`src/design/hbad_pkg.sv`:
```
package hbad_pkg;

  localparam int SAMPLE_W   = 24;
  localparam int ACC_W      = 28;
  localparam int COEF_W     = 18;
  localparam int PROD_W     = COEF_W + 1 + ACC_W;
  localparam int MAX_STAGES = 3;
  localparam int SECTIONS   = 3;
  localparam int NUM_COEFS  = 2 * SECTIONS;
  localparam int MEM_DEPTH  = MAX_STAGES * NUM_COEFS;
  localparam int MEM_AW     = $clog2(MEM_DEPTH);
  localparam int STAGE_W    = $clog2(MAX_STAGES + 1);
  localparam int SECT_W     = $clog2(SECTIONS);
  localparam int COEF_IW    = $clog2(NUM_COEFS);
  localparam int CFG_IW     = 3;
  localparam int STEP_W     = 4;
  localparam int ROM_DEPTH  = 1 << STEP_W;

  typedef logic [CFG_IW-1:0]  cfg_index_t;
  typedef logic [STEP_W-1:0]  step_t;
  typedef logic [STAGE_W-1:0] stage_t;
  typedef logic [SECT_W-1:0]  sect_t;
  typedef logic signed [ACC_W-1:0] acc_t;

  localparam cfg_index_t REG_STAGE_COUNT    = 3'd0;
  localparam cfg_index_t REG_DIRECT_COEF_A  = 3'd1;
  localparam cfg_index_t REG_DIRECT_COEF_B  = 3'd2;
  localparam cfg_index_t REG_DIRECT_COEF_C  = 3'd3;
  localparam cfg_index_t REG_DELAYED_COEF_A = 3'd4;
  localparam cfg_index_t REG_DELAYED_COEF_B = 3'd5;
  localparam cfg_index_t REG_DELAYED_COEF_C = 3'd6;

  typedef enum logic [2:0] {
    OP_IDLE,
    OP_DISPATCH,
    OP_MUL_IN,
    OP_ADD_MEM,
    OP_MUL_OUT,
    OP_SUB_MEM,
    OP_COMBINE,
    OP_EMIT
  } op_e;

  typedef struct packed {
    op_e   op;
    sect_t sect;
    step_t jmp;
  } ctrl_word_t;

  typedef struct packed {
    op_e    op;
    sect_t  sect;
    stage_t stage;
    logic   path;
  } ctrl_t;

  localparam step_t STEP_IDLE     = 4'd0;
  localparam step_t STEP_DISPATCH = 4'd1;
  localparam step_t STEP_COMBINE  = 4'd14;
  localparam step_t STEP_EMIT     = 4'd15;

  // microcode: each allpass section is mul, add, mul, sub on the shared multiplier
  localparam ctrl_word_t MICRO_ROM [ROM_DEPTH] = '{
    '{OP_IDLE,     2'd0, STEP_IDLE},
    '{OP_DISPATCH, 2'd0, STEP_EMIT},
    '{OP_MUL_IN,   2'd0, STEP_IDLE},
    '{OP_ADD_MEM,  2'd0, STEP_IDLE},
    '{OP_MUL_OUT,  2'd0, STEP_IDLE},
    '{OP_SUB_MEM,  2'd0, STEP_IDLE},
    '{OP_MUL_IN,   2'd1, STEP_IDLE},
    '{OP_ADD_MEM,  2'd1, STEP_IDLE},
    '{OP_MUL_OUT,  2'd1, STEP_IDLE},
    '{OP_SUB_MEM,  2'd1, STEP_IDLE},
    '{OP_MUL_IN,   2'd2, STEP_IDLE},
    '{OP_ADD_MEM,  2'd2, STEP_IDLE},
    '{OP_MUL_OUT,  2'd2, STEP_IDLE},
    '{OP_SUB_MEM,  2'd2, STEP_IDLE},
    '{OP_COMBINE,  2'd0, STEP_DISPATCH},
    '{OP_EMIT,     2'd0, STEP_IDLE}
  };

  function automatic acc_t sat_acc(input logic signed [ACC_W:0] v);
    acc_t r;
    if (v[ACC_W] != v[ACC_W-1]) begin
      r = v[ACC_W] ? {1'b1, {(ACC_W-1){1'b0}}} : {1'b0, {(ACC_W-1){1'b1}}};
    end else begin
      r = v[ACC_W-1:0];
    end
    return r;
  endfunction

  function automatic logic signed [SAMPLE_W-1:0] sat_sample(input acc_t v);
    logic signed [SAMPLE_W-1:0] r;
    if (v[ACC_W-1:SAMPLE_W-1] != {(ACC_W-SAMPLE_W+1){v[ACC_W-1]}}) begin
      r = v[ACC_W-1] ? {1'b1, {(SAMPLE_W-1){1'b0}}} : {1'b0, {(SAMPLE_W-1){1'b1}}};
    end else begin
      r = v[SAMPLE_W-1:0];
    end
    return r;
  endfunction

  function automatic logic [MEM_AW-1:0] mem_index(input stage_t stage, input logic path,
                                                   input sect_t sect);
    logic [MEM_AW-1:0] base;
    base = MEM_AW'({stage, path});
    return MEM_AW'(base * MEM_AW'(SECTIONS) + MEM_AW'(sect));
  endfunction

  function automatic logic [COEF_IW-1:0] coef_index(input logic path, input sect_t sect);
    return path ? COEF_IW'(SECTIONS) + COEF_IW'(sect) : COEF_IW'(sect);
  endfunction

endpackage

```
`src/design/hbad_seq.sv`:
```
module hbad_seq
  import hbad_pkg::*;
(
  input  logic        clk_i,
  input  logic        rst_ni,
  input  logic        start_i,
  input  logic        emit_ok_i,
  input  logic [1:0]  stage_count_i,
  output ctrl_t       ctrl_o
);

  step_t                 pc_q, pc_d;
  stage_t                stage_q, stage_d;
  logic                  path_q, path_d;
  logic [MAX_STAGES-1:0] phase_q, phase_d;
  ctrl_word_t            word;
  stage_t                last_stage;

  assign word       = MICRO_ROM[pc_q];
  assign last_stage = STAGE_W'(stage_count_i);

  always_ff @(posedge clk_i or negedge rst_ni) begin
    if (!rst_ni) begin
      pc_q    <= STEP_IDLE;
      stage_q <= '0;
      path_q  <= 1'b0;
      phase_q <= '0;
    end else begin
      pc_q    <= pc_d;
      stage_q <= stage_d;
      path_q  <= path_d;
      phase_q <= phase_d;
    end
  end

  always_comb begin
    pc_d    = pc_q + 1'b1;
    stage_d = stage_q;
    path_d  = path_q;
    phase_d = phase_q;
    unique case (word.op)
      OP_IDLE: begin
        pc_d    = start_i ? pc_q + 1'b1 : STEP_IDLE;
        stage_d = '0;
      end
      OP_DISPATCH: begin
        if (stage_q == last_stage) begin
          pc_d = word.jmp;
        end else begin
          path_d = phase_q[stage_q];
        end
      end
      OP_MUL_IN, OP_ADD_MEM, OP_MUL_OUT, OP_SUB_MEM: begin
        pc_d = pc_q + 1'b1;
      end
      OP_COMBINE: begin
        phase_d[stage_q] = ~path_q;
        if (path_q) begin
          stage_d = stage_q + 1'b1;
          pc_d    = word.jmp;
        end else begin
          pc_d = STEP_IDLE;
        end
      end
      OP_EMIT: begin
        pc_d = emit_ok_i ? word.jmp : pc_q;
      end
      default: pc_d = STEP_IDLE;
    endcase
  end

  assign ctrl_o = '{op: word.op, sect: word.sect, stage: stage_q, path: path_q};

endmodule

```
`src/design/halfband_allpass_decimator.sv`:
```
// Half-band allpass decimator, 0 to 3 halving stages (stage_count), one 24-bit sample per
// transaction, one result per 2^stage_count inputs. One item at a time: in_ready_o is high
// only while idle. A microcoded sequencer drives a single 18x28 multiplier; each allpass
// section is two products, an add and a subtract, so each stage an item passes runs a
// dispatch step, the three sections and a combine step. An item stops in a stage on an
// even phase and otherwise goes on; one that completes all stage_count stages yields a
// result. The output is registered, so a new sample is taken while a result waits.
// Configuration writes are always accepted and must only be issued while idle.
module halfband_allpass_decimator
  import hbad_pkg::*;
(
  input  logic                       clk_i,
  input  logic                       rst_ni,
  input  logic                       in_valid_i,
  output logic                       in_ready_o,
  input  logic signed [SAMPLE_W-1:0] sample_in_i,
  output logic                       out_valid_o,
  input  logic                       out_ready_i,
  output logic signed [SAMPLE_W-1:0] sample_out_o,
  input  logic                       cfg_valid_i,
  output logic                       cfg_ready_o,
  input  cfg_index_t                 cfg_index_i,
  input  logic [COEF_W-1:0]          cfg_data_i
);

  ctrl_t                      ctrl;
  logic                       start;
  logic                       emit_ok;
  logic [1:0]                 stage_count_q;
  logic [COEF_W-1:0]          coef_q [NUM_COEFS];
  acc_t                       mem_q [MEM_DEPTH];
  acc_t                       delay_q [MAX_STAGES];
  acc_t                       hold_q [MAX_STAGES];
  acc_t                       x_q, x_d;
  acc_t                       t_q, t_d;
  acc_t                       prod_q, prod_d;
  logic signed [SAMPLE_W-1:0] out_q, out_d;
  logic                       out_valid_q, out_valid_d;
  logic [MEM_AW-1:0]          midx;
  logic [COEF_W-1:0]          coef_sel;
  acc_t                       mul_op;
  logic signed [PROD_W-1:0]   prod_full;
  logic signed [PROD_W-1:0]   prod_rnd;
  acc_t                       mem_new;
  logic signed [ACC_W:0]      comb_sum;

  assign start       = in_valid_i && in_ready_o;
  assign emit_ok     = !out_valid_q || out_ready_i;
  assign in_ready_o  = (ctrl.op == OP_IDLE);
  assign cfg_ready_o = 1'b1;
  assign out_valid_o = out_valid_q;
  assign sample_out_o = out_q;

  hbad_seq u_seq (
    .clk_i        (clk_i),
    .rst_ni       (rst_ni),
    .start_i      (start),
    .emit_ok_i    (emit_ok),
    .stage_count_i(stage_count_q),
    .ctrl_o       (ctrl)
  );

  // configuration
  always_ff @(posedge clk_i or negedge rst_ni) begin
    if (!rst_ni) begin
      stage_count_q <= 2'd1;
      for (int i = 0; i < NUM_COEFS; i++) coef_q[i] <= '0;
    end else if (cfg_valid_i) begin
      unique case (cfg_index_i)
        REG_STAGE_COUNT:    stage_count_q <= cfg_data_i[1:0];
        REG_DIRECT_COEF_A:  coef_q[0] <= cfg_data_i;
        REG_DIRECT_COEF_B:  coef_q[1] <= cfg_data_i;
        REG_DIRECT_COEF_C:  coef_q[2] <= cfg_data_i;
        REG_DELAYED_COEF_A: coef_q[3] <= cfg_data_i;
        REG_DELAYED_COEF_B: coef_q[4] <= cfg_data_i;
        REG_DELAYED_COEF_C: coef_q[5] <= cfg_data_i;
        default: ;
      endcase
    end
  end

  assign midx      = mem_index(ctrl.stage, ctrl.path, ctrl.sect);
  assign coef_sel  = coef_q[coef_index(ctrl.path, ctrl.sect)];
  assign mul_op    = (ctrl.op == OP_MUL_OUT) ? t_q : x_q;
  assign prod_full = $signed({1'b0, coef_sel}) * mul_op;
  assign prod_rnd  = prod_full + (PROD_W'(1) <<< (COEF_W - 1));
  assign mem_new   = sat_acc((ACC_W+1)'(x_q) - (ACC_W+1)'(prod_q));
  assign comb_sum  = (ACC_W+1)'(hold_q[ctrl.stage]) + (ACC_W+1)'(delay_q[ctrl.stage])
                     + (ACC_W+1)'(1);

  always_comb begin
    x_d         = x_q;
    t_d         = t_q;
    prod_d      = prod_q;
    out_d       = out_q;
    out_valid_d = out_valid_q && !out_ready_i;
    case (ctrl.op)
      OP_IDLE: begin
        if (start) x_d = ACC_W'(sample_in_i);
      end
      OP_MUL_IN, OP_MUL_OUT: begin
        prod_d = sat_acc(prod_rnd[PROD_W-1:COEF_W]);
      end
      OP_ADD_MEM: begin
        t_d = sat_acc((ACC_W+1)'(prod_q) + (ACC_W+1)'(mem_q[midx]));
      end
      OP_SUB_MEM: begin
        x_d = t_q;
      end
      OP_COMBINE: begin
        if (ctrl.path) x_d = comb_sum[ACC_W:1];
      end
      OP_EMIT: begin
        if (emit_ok) begin
          out_d       = sat_sample(x_q);
          out_valid_d = 1'b1;
        end
      end
      default: ;
    endcase
  end

  always_ff @(posedge clk_i) begin
    x_q    <= x_d;
    t_q    <= t_d;
    prod_q <= prod_d;
    out_q  <= out_d;
  end

  always_ff @(posedge clk_i or negedge rst_ni) begin
    if (!rst_ni) begin
      out_valid_q <= 1'b0;
    end else begin
      out_valid_q <= out_valid_d;
    end
  end

  // filter state
  always_ff @(posedge clk_i or negedge rst_ni) begin
    if (!rst_ni) begin
      for (int i = 0; i < MEM_DEPTH; i++) mem_q[i] <= '0;
      for (int i = 0; i < MAX_STAGES; i++) begin
        delay_q[i] <= '0;
        hold_q[i]  <= '0;
      end
    end else begin
      if (ctrl.op == OP_SUB_MEM) mem_q[midx] <= mem_new;
      if (ctrl.op == OP_COMBINE) begin
        if (ctrl.path) begin
          delay_q[ctrl.stage] <= x_q;
        end else begin
          hold_q[ctrl.stage] <= x_q;
        end
      end
    end
  end

endmodule

```
`config.mk`:
```
export PLATFORM = sky130hd
export DESIGN_NAME = halfband_allpass_decimator
export DESIGN_NICKNAME = d
export VERILOG_FILES = /design/src/design/hbad_pkg.sv /design/src/design/hbad_seq.sv /design/src/design/halfband_allpass_decimator.sv
export SDC_FILE = /design/constraint.sdc
export NUM_CORES = 2
export LEC_CHECK = 0
export ABC_AREA = 1
export BUFFER_PORTS_ARGS = -buffer_cell sky130_fd_sc_hd__buf_2
export CAP_MARGIN = 20
export CORE_MARGIN = 2
export CORE_UTILIZATION = 29
export DETAILED_ROUTE_END_ITERATION = 10
export RECOVER_POWER = 25
export SLEW_MARGIN = 25
export SYNTH_ARGS = -nofsm -noshare
export SYNTH_HDL_FRONTEND = slang
export SYNTH_SLANG_ARGS = --single-unit
```
`constraint.sdc`:
```
create_clock -name clk_i -period 7.8 [get_ports clk_i]
set_input_delay 0.39 -clock clk_i [delete_from_list [all_inputs] [get_ports clk_i]]
set_output_delay 0.39 -clock clk_i [all_outputs]
set_load 0.02 [all_outputs]
```
=== After elaboration in Yosys (flattened, before gate mapping) ===
Memory sizes are Yosys's and may differ from the RTL's.
Index checks and enable logic that the tools add are counted.

* Bits of input ports: 50
* Register bits: 901
* Logic and storage cells: 162
* Bits in read-only memories: 144
* Memories kept: 1

{| class="wikitable"
|+ Memories
! name !! depth !! bits a word !! rd ports !! clocked after memory_dff !! wr ports !! line !! RTL
|-
| (no name shown) || 16 || 9 || 1 || 0 || 0 || hbad_seq.sv:19 || <nowiki>assign word = MICRO_ROM[pc_q];</nowiki>
|}

* Magnitude comparators: 8
* Reduce and logical (&&, ||, !) cells: 27
* $mul: 2
* Eq/ne operators: 21
* Bitwise logic cells: 6
* Add/subtract/negate cells: 9
* Multiplexer cells: 48

{| class="wikitable"
|+ Operator list
! operator !! number
|-
| bitwise mux 504 bit || 1
|-
| two-way mux 28 bit || 17
|-
| bitwise mux 84 bit || 2
|-
| binary-select mux 28 bit (select 5 bit) || 1
|-
| demux 28 bit (select 5 bit) || 1
|-
| binary-select mux 28 bit (select 2 bit) || 2
|-
| one-hot mux 28 bit (3 select lines) || 1
|-
| adder 28 x 28 -> 29 bit || 2
|-
| demux 28 bit (select 2 bit) || 1
|-
| binary-select mux 18 bit (select 3 bit) || 1
|-
| two-way mux 24 bit || 2
|-
| adder 47 x 19 -> 47 bit (second input constant) || 1
|-
| multiplier 19 x 28 -> 47 bit || 1
|-
| two-way mux 18 bit || 2
|-
| adder 29 x 2 -> 29 bit (second input constant) || 1
|-
| subtractor 28 x 28 -> 29 bit || 1
|-
| AND reduction 2 bit || 12
|-
| equality test 3 bit (second input constant) || 7
|-
| one-hot mux 4 bit (5 select lines) || 1
|-
| two-way mux 9 bit || 2
|-
| two-way mux 4 bit || 4
|-
| equality test 3 x 2 -> 1 bit (second input constant) || 4
|-
| equality test 3 x 1 -> 1 bit (second input constant) || 2
|-
| >= comparator 6 bit (second input constant) || 1
|-
| 37 further kinds || 51
|}

=== Logic depth before layout (Yosys ltp) ===
* Word-level depth: 14
* Mapped depth: 46
* Mapped depth without buffers: 45

=== Hierarchy ===
Synthesis repeated with hierarchy kept, for this count alone.

* Cells, all modules: 7820
* Area total of the unflattened synthesis: 64297.9 µm²

{| class="wikitable"
|+ Modules (own cells, without submodules)
! module !! sequential area each (µm²) !! cells an instance !! area an instance (µm²) !! times used
|-
| halfband_allpass_decimator || 22838.2 || 7652 || 63210.6 || 1
|-
| hbad_seq || 250.2 || 168 || 1087.3 || 1
|}

=== Least setup slack after synthesis ===
No wires, ideal clock.

* Kind: flip-flop to flip-flop
* From: register u_seq.pc_q[1]
* To: register prod_q[6], data pin
* Path slack: -428 ps
* Arrival time: 7972 ps
* Cell stages (with the launch flop): 39
* Data required time: 7545 ps
* Setup time: 255 ps
* Cells stage by stage: dfrtp_1 inv_1 ha_1 nand2_1 o21ai_0 ha_1 inv_2 clkbuf_1 clkbuf_1 nor2_1 o221ai_1 nand2_1 clkinv_1 clkbuf_1 nand2_1 fa_1 inv_1 fa_1 [... 3 more ...] inv_1 fa_1 inv_1 fa_1 inv_1 ha_1 ha_1 a21oi_1 nor3_1 a211oi_1 o211ai_1 a21oi_1 nand3b_1 nand2_2 nand3_4 buf_6 nand2_1 nand2_1

* Word-level cells in the longest chain between the ends: 14
* Elaborated cells on any way between the ends: 17
* Those cells by class: add/sub (2); mul (1); eq/ne (2); mux (9); bitwise (2); memory (1)

{| class="wikitable"
|+ Ends and longest elaborated chain
! item !! line !! RTL
|-
| start: declaration || hbad_seq.sv:12 || <nowiki>step_t pc_q, pc_d;</nowiki>
|-
| start signal: assignment || hbad_seq.sv:29 || <nowiki>pc_q <= pc_d;</nowiki>
|-
| NOT 4 -> 5 bit (implied by the code) (*) || hbad_seq.sv:19 ||
|-
| memory (16 x 9 bit) (*) || n/a ||
|-
| two-way mux 9 bit (implied by the code) (*) (2 in a row) || hbad_seq.sv:19 ||
|-
| adder 2 x 2 -> 3 bit || hbad_pkg.sv:110 || <nowiki>return path ? COEF_IW'(SECTIONS) + COEF_IW'(sect) : COEF_IW'(sect);</nowiki>
|-
| two-way mux 3 bit || hbad_pkg.sv:110 ||
|-
| NOT 3 -> 4 bit (implied by the code) || halfband_allpass_decimator.sv:83 || <nowiki>assign coef_sel = coef_q[coef_index(ctrl.path, ctrl.sect)];</nowiki>
|-
| binary-select mux 18 bit (select 3 bit) || halfband_allpass_decimator.sv:83 ||
|-
| two-way mux 18 bit (implied by the code) (2 in a row) || halfband_allpass_decimator.sv:83 ||
|-
| multiplier 19 x 28 -> 47 bit (*) || halfband_allpass_decimator.sv:85 || <nowiki>assign prod_full = $signed({1'b0, coef_sel}) * mul_op;</nowiki>
|-
| adder 47 x 19 -> 47 bit (*) || halfband_allpass_decimator.sv:86 || <nowiki>assign prod_rnd = prod_full + (PROD_W'(1) <<< (COEF_W - 1));</nowiki>
|-
| two-way mux 28 bit or inequality test 1 bit (tied branches) || hbad_pkg.sv:85, hbad_pkg.sv:84 ||
|-
| two-way mux 28 bit (*) || hbad_pkg.sv:84 || <nowiki>if (v[ACC_W] != v[ACC_W-1]) begin</nowiki>
|-
| end signal: assignment || halfband_allpass_decimator.sv:126 || <nowiki>prod_q <= prod_d;</nowiki>
|-
| end: declaration || halfband_allpass_decimator.sv:36 || <nowiki>acc_t prod_q, prod_d;</nowiki>
|}

Every way passes the cells marked *; elsewhere a longest branch is shown, timed or not. The select of a mux whose other input is x is not followed.
A chain may end at the register's enable or synchronous reset.

=== Final worst setup path ===
* From: register u_seq.pc_q[1]
* To: register prod_q[13], data pin

The elaborated chain is that of the path after synthesis.

==> out/metrics.cfg <==
[global_routing]
grt_pass1_vias=55600
grt_usage_pct=19.9
grt_max_degree=151
antenna_found_initial=1
overflow=0
grt_pass1_wl_microns=341000

[floorplan]
fp.dieArea_sq_mm=0.220
start_util_pct=29.2
dieWidth_microns=469
core_area_sq_mm=0.215
fp.dieH_microns=469
boundaryPins=77
num_rows=170

[route]
vias=55700
drt_pass1_iterations=6
drc=0
first_iter_violations=5550
wl_per_cell_microns=20.3
routed_wl_microns=225000
via_per_inst=5.01
postRouteAntennaNets=0

[worst_setup_path]
critical-path-max-stage-delay_ps=600
cp_slowest_cell=fa_2
crit_arrival_ps=8430
reg2regPathDepth=35
path_class=register to register
cpMostUsedCell=ha_4
end_kind=register
cp_max_fo=14
required_ps=8270
start_kind=register

[status]
violations=max-capacitance violations, max-slew violations, negative setup slack
status=finished with violations

[placement]
gp_congestion=0.944
hpwlAfterDp_microns=160000
numPortBuffers=75

[finish]
utilization_pct=35.9
syn_to_final_growth_pct=22.7
layout-drive-gt1-share_pct=17.2
layout.nets=9003

[sta]
clock.fmax_ghz=0.126
setup_tns_ps=-3400
maxSlewViolCount=769
slew_headroom_pct=-206
finalSetupViolCount=28
skew_ps=60.5
rsz0062_at_grt=true
finalCriticalPeriod_ps=7960
period_share_pct=102
finalHoldViolations=0
layout_setup_ws_ps=-161
tightest_slew_ps=4580

[clock_network]
insertion_delay_ps=780
root_buffer=clkbuf_16
numCtsBuffers=100
tritoncts=yes
clk_pin_slew_ps=60
clock_path_buffers=3
cts_max_level=3
clock_sinks=901

[synth]
ys_warn_count=0
synth_top_cell_by_area=dfrtp_1
synth_cell_types=65
yosysTopAreaCellShare_pct=31.6
ys.flop_type=dfrtp_1
synth_area_leaders=dfrtp_1, fa_1, nand2_1
ys_top_cells_by_count=nand2_1, inv_1, dfrtp_1
synth_cells=7672
ys_seq_area_share_pct=36.8
ys_ff_latch=901
synth.avg_cell_area_sq_um=8.18
synth_nets=8473
asyncSetResetFlopFracSynth_pct=88.0
syn_area_sq_mm=0.0628
synth_edf_count=108
synth_most_common_cell=nand2_1

[min_path]
worstHoldPathCells=3
min_path_type=primary input to register

[run]
maxCapViolCount=11

[layout make-up]
cell class / count / area [sq um]
clock inverters: 38 / 494
repair buffers: 788 / 6860
fillers: 21800 / 138000
flip-flops and latches: 901 / 23100
well taps: 2838 / 3550
clock buffers: 141 / 2850
inverters: 838 / 3230
diodes: 1 / 2.50
multi-input cells: 5573 / 37000
[path summary, 6_finish.rpt]
| path | from | endpoint | slack (ps) |
|---|---|---|---|
| hold / removal | cfg_data_i[15] | coef_q[87] | 50 |
| max in group asynchronous | rst_ni | mem_q[6] | 990 |
| min in group asynchronous | rst_ni | mem_q[49] | 1820 |
| setup reg to reg | u_seq.pc_q[1] | prod_q[13] | -160 |
| setup / recovery | u_seq.pc_q[1] | prod_q[13] | -160 |
| hold reg to reg | hold_q[71] | hold_q[71] | 480 |
[cells by family (layout without fill, tap and decap cells)]
| kind of cell | Yosys count | count (layout) | synth area share (%) |
|---|---|---|---|
| buffers and inverters | 1205 | 1805 | 7.66 |
| muxes | 1 | 1 | 0.0159 |
| and+or+nand+nor | 3436 | 3442 | 21.7 |
| xor gates and xnor gates | 88 | 88 | 1.23 |
| DFF | 901 | 901 | 36.8 |
| adders and majority gates | 751 | 751 | 20.9 |
| AOI/OAI and AO/OA | 1289 | 1290 | 11.7 |
| other | 1 | 2 | 0.00598 |
[per-stage QoR]
stage                     hold WS (ps)  instance area, sq um  std cells  setup WS [ps]
after CTS                         1.71                 75500      11100          -47.6
after floorplan                   94.4                 62800       7672           8.68
final                             48.2                 77000      11100           -161
after global routing              29.2                 77000      11100           -396
after global placement             448                 69900      10800           -699
after detailed placement           457                 70000      10800           -710
[cells in the final DEF, fill, tap and decap left out, types with 20 or more instances in the layout]
cell type and instances:
a22o_1 23, a22oi_1 26, dfrtp_1 791, ha_1 189
buf_2 74, o21ai_0 610, nand2_4 40, buf_6 43
nor2_2 58, inv_2 74, nor3_1 51, o22ai_1 225
o21ai_1 42, nand2_1 2504, fa_1 456, nor2_4 22
xor2_1 53, buf_4 555, a21oi_1 165, o211ai_1 24
clkbuf_16 111, nand3_1 77, a21oi_2 21, nor2_1 544
clkbuf_1 33, edfxtp_1 108, buf_12 48, ha_4 63
nand4_1 20, nand2_2 71, xnor2_1 33, fa_2 42
dlygate4sd3_1 30, inv_1 730
[per-layer routing]
| layer | vias to the layer above | share of wire (%) | global-route usage, % |
|---|---|---|---|
| met5 | - | 0 | 0 |
| met4 | 0 | 4.6 | 8.30 |
| met3 | 426 | 7.3 | 2.87 |
| met2 | 2167 | 46 | 32.1 |
| met1 | 27700 | 42 | 26.7 |
| li1 | 25400 | - | - |
[flip-flops by register name, summed over array words and instances, names as in the netlist, 24 cells and up]
register / flops
prod_q: 28
coef_q: 108
mem_q: 504
delay_q: 84
t_q: 28
hold_q: 84
sample_out_o: 24
x_q: 28
[timing repair]
item                                   in CTS  in global routing
hold buffers                               30                  0
endpoints found under the hold margin     139                  0
setup endpoints to repair                  28                 28
gates resized for setup                   261                295
cloned                                     14                 11
setup buffers                              52                 42
pin swaps                                  71                 95
[worst max-delay path, delay by kind of cell, from the launching register on]
kind,cells,cell delay [ps]
AND/OR/NAND/NOR,9,1050
buffers and inverters,9,1110
adder cells (fa/ha/maj),10,4080
flip-flops,1,380
AO/OA/AOI/OAI,7,1030
Power is left out: the tool's default activity adds up to more than one toggle a clock period on the data nets, which glitch-free logic cannot reach.
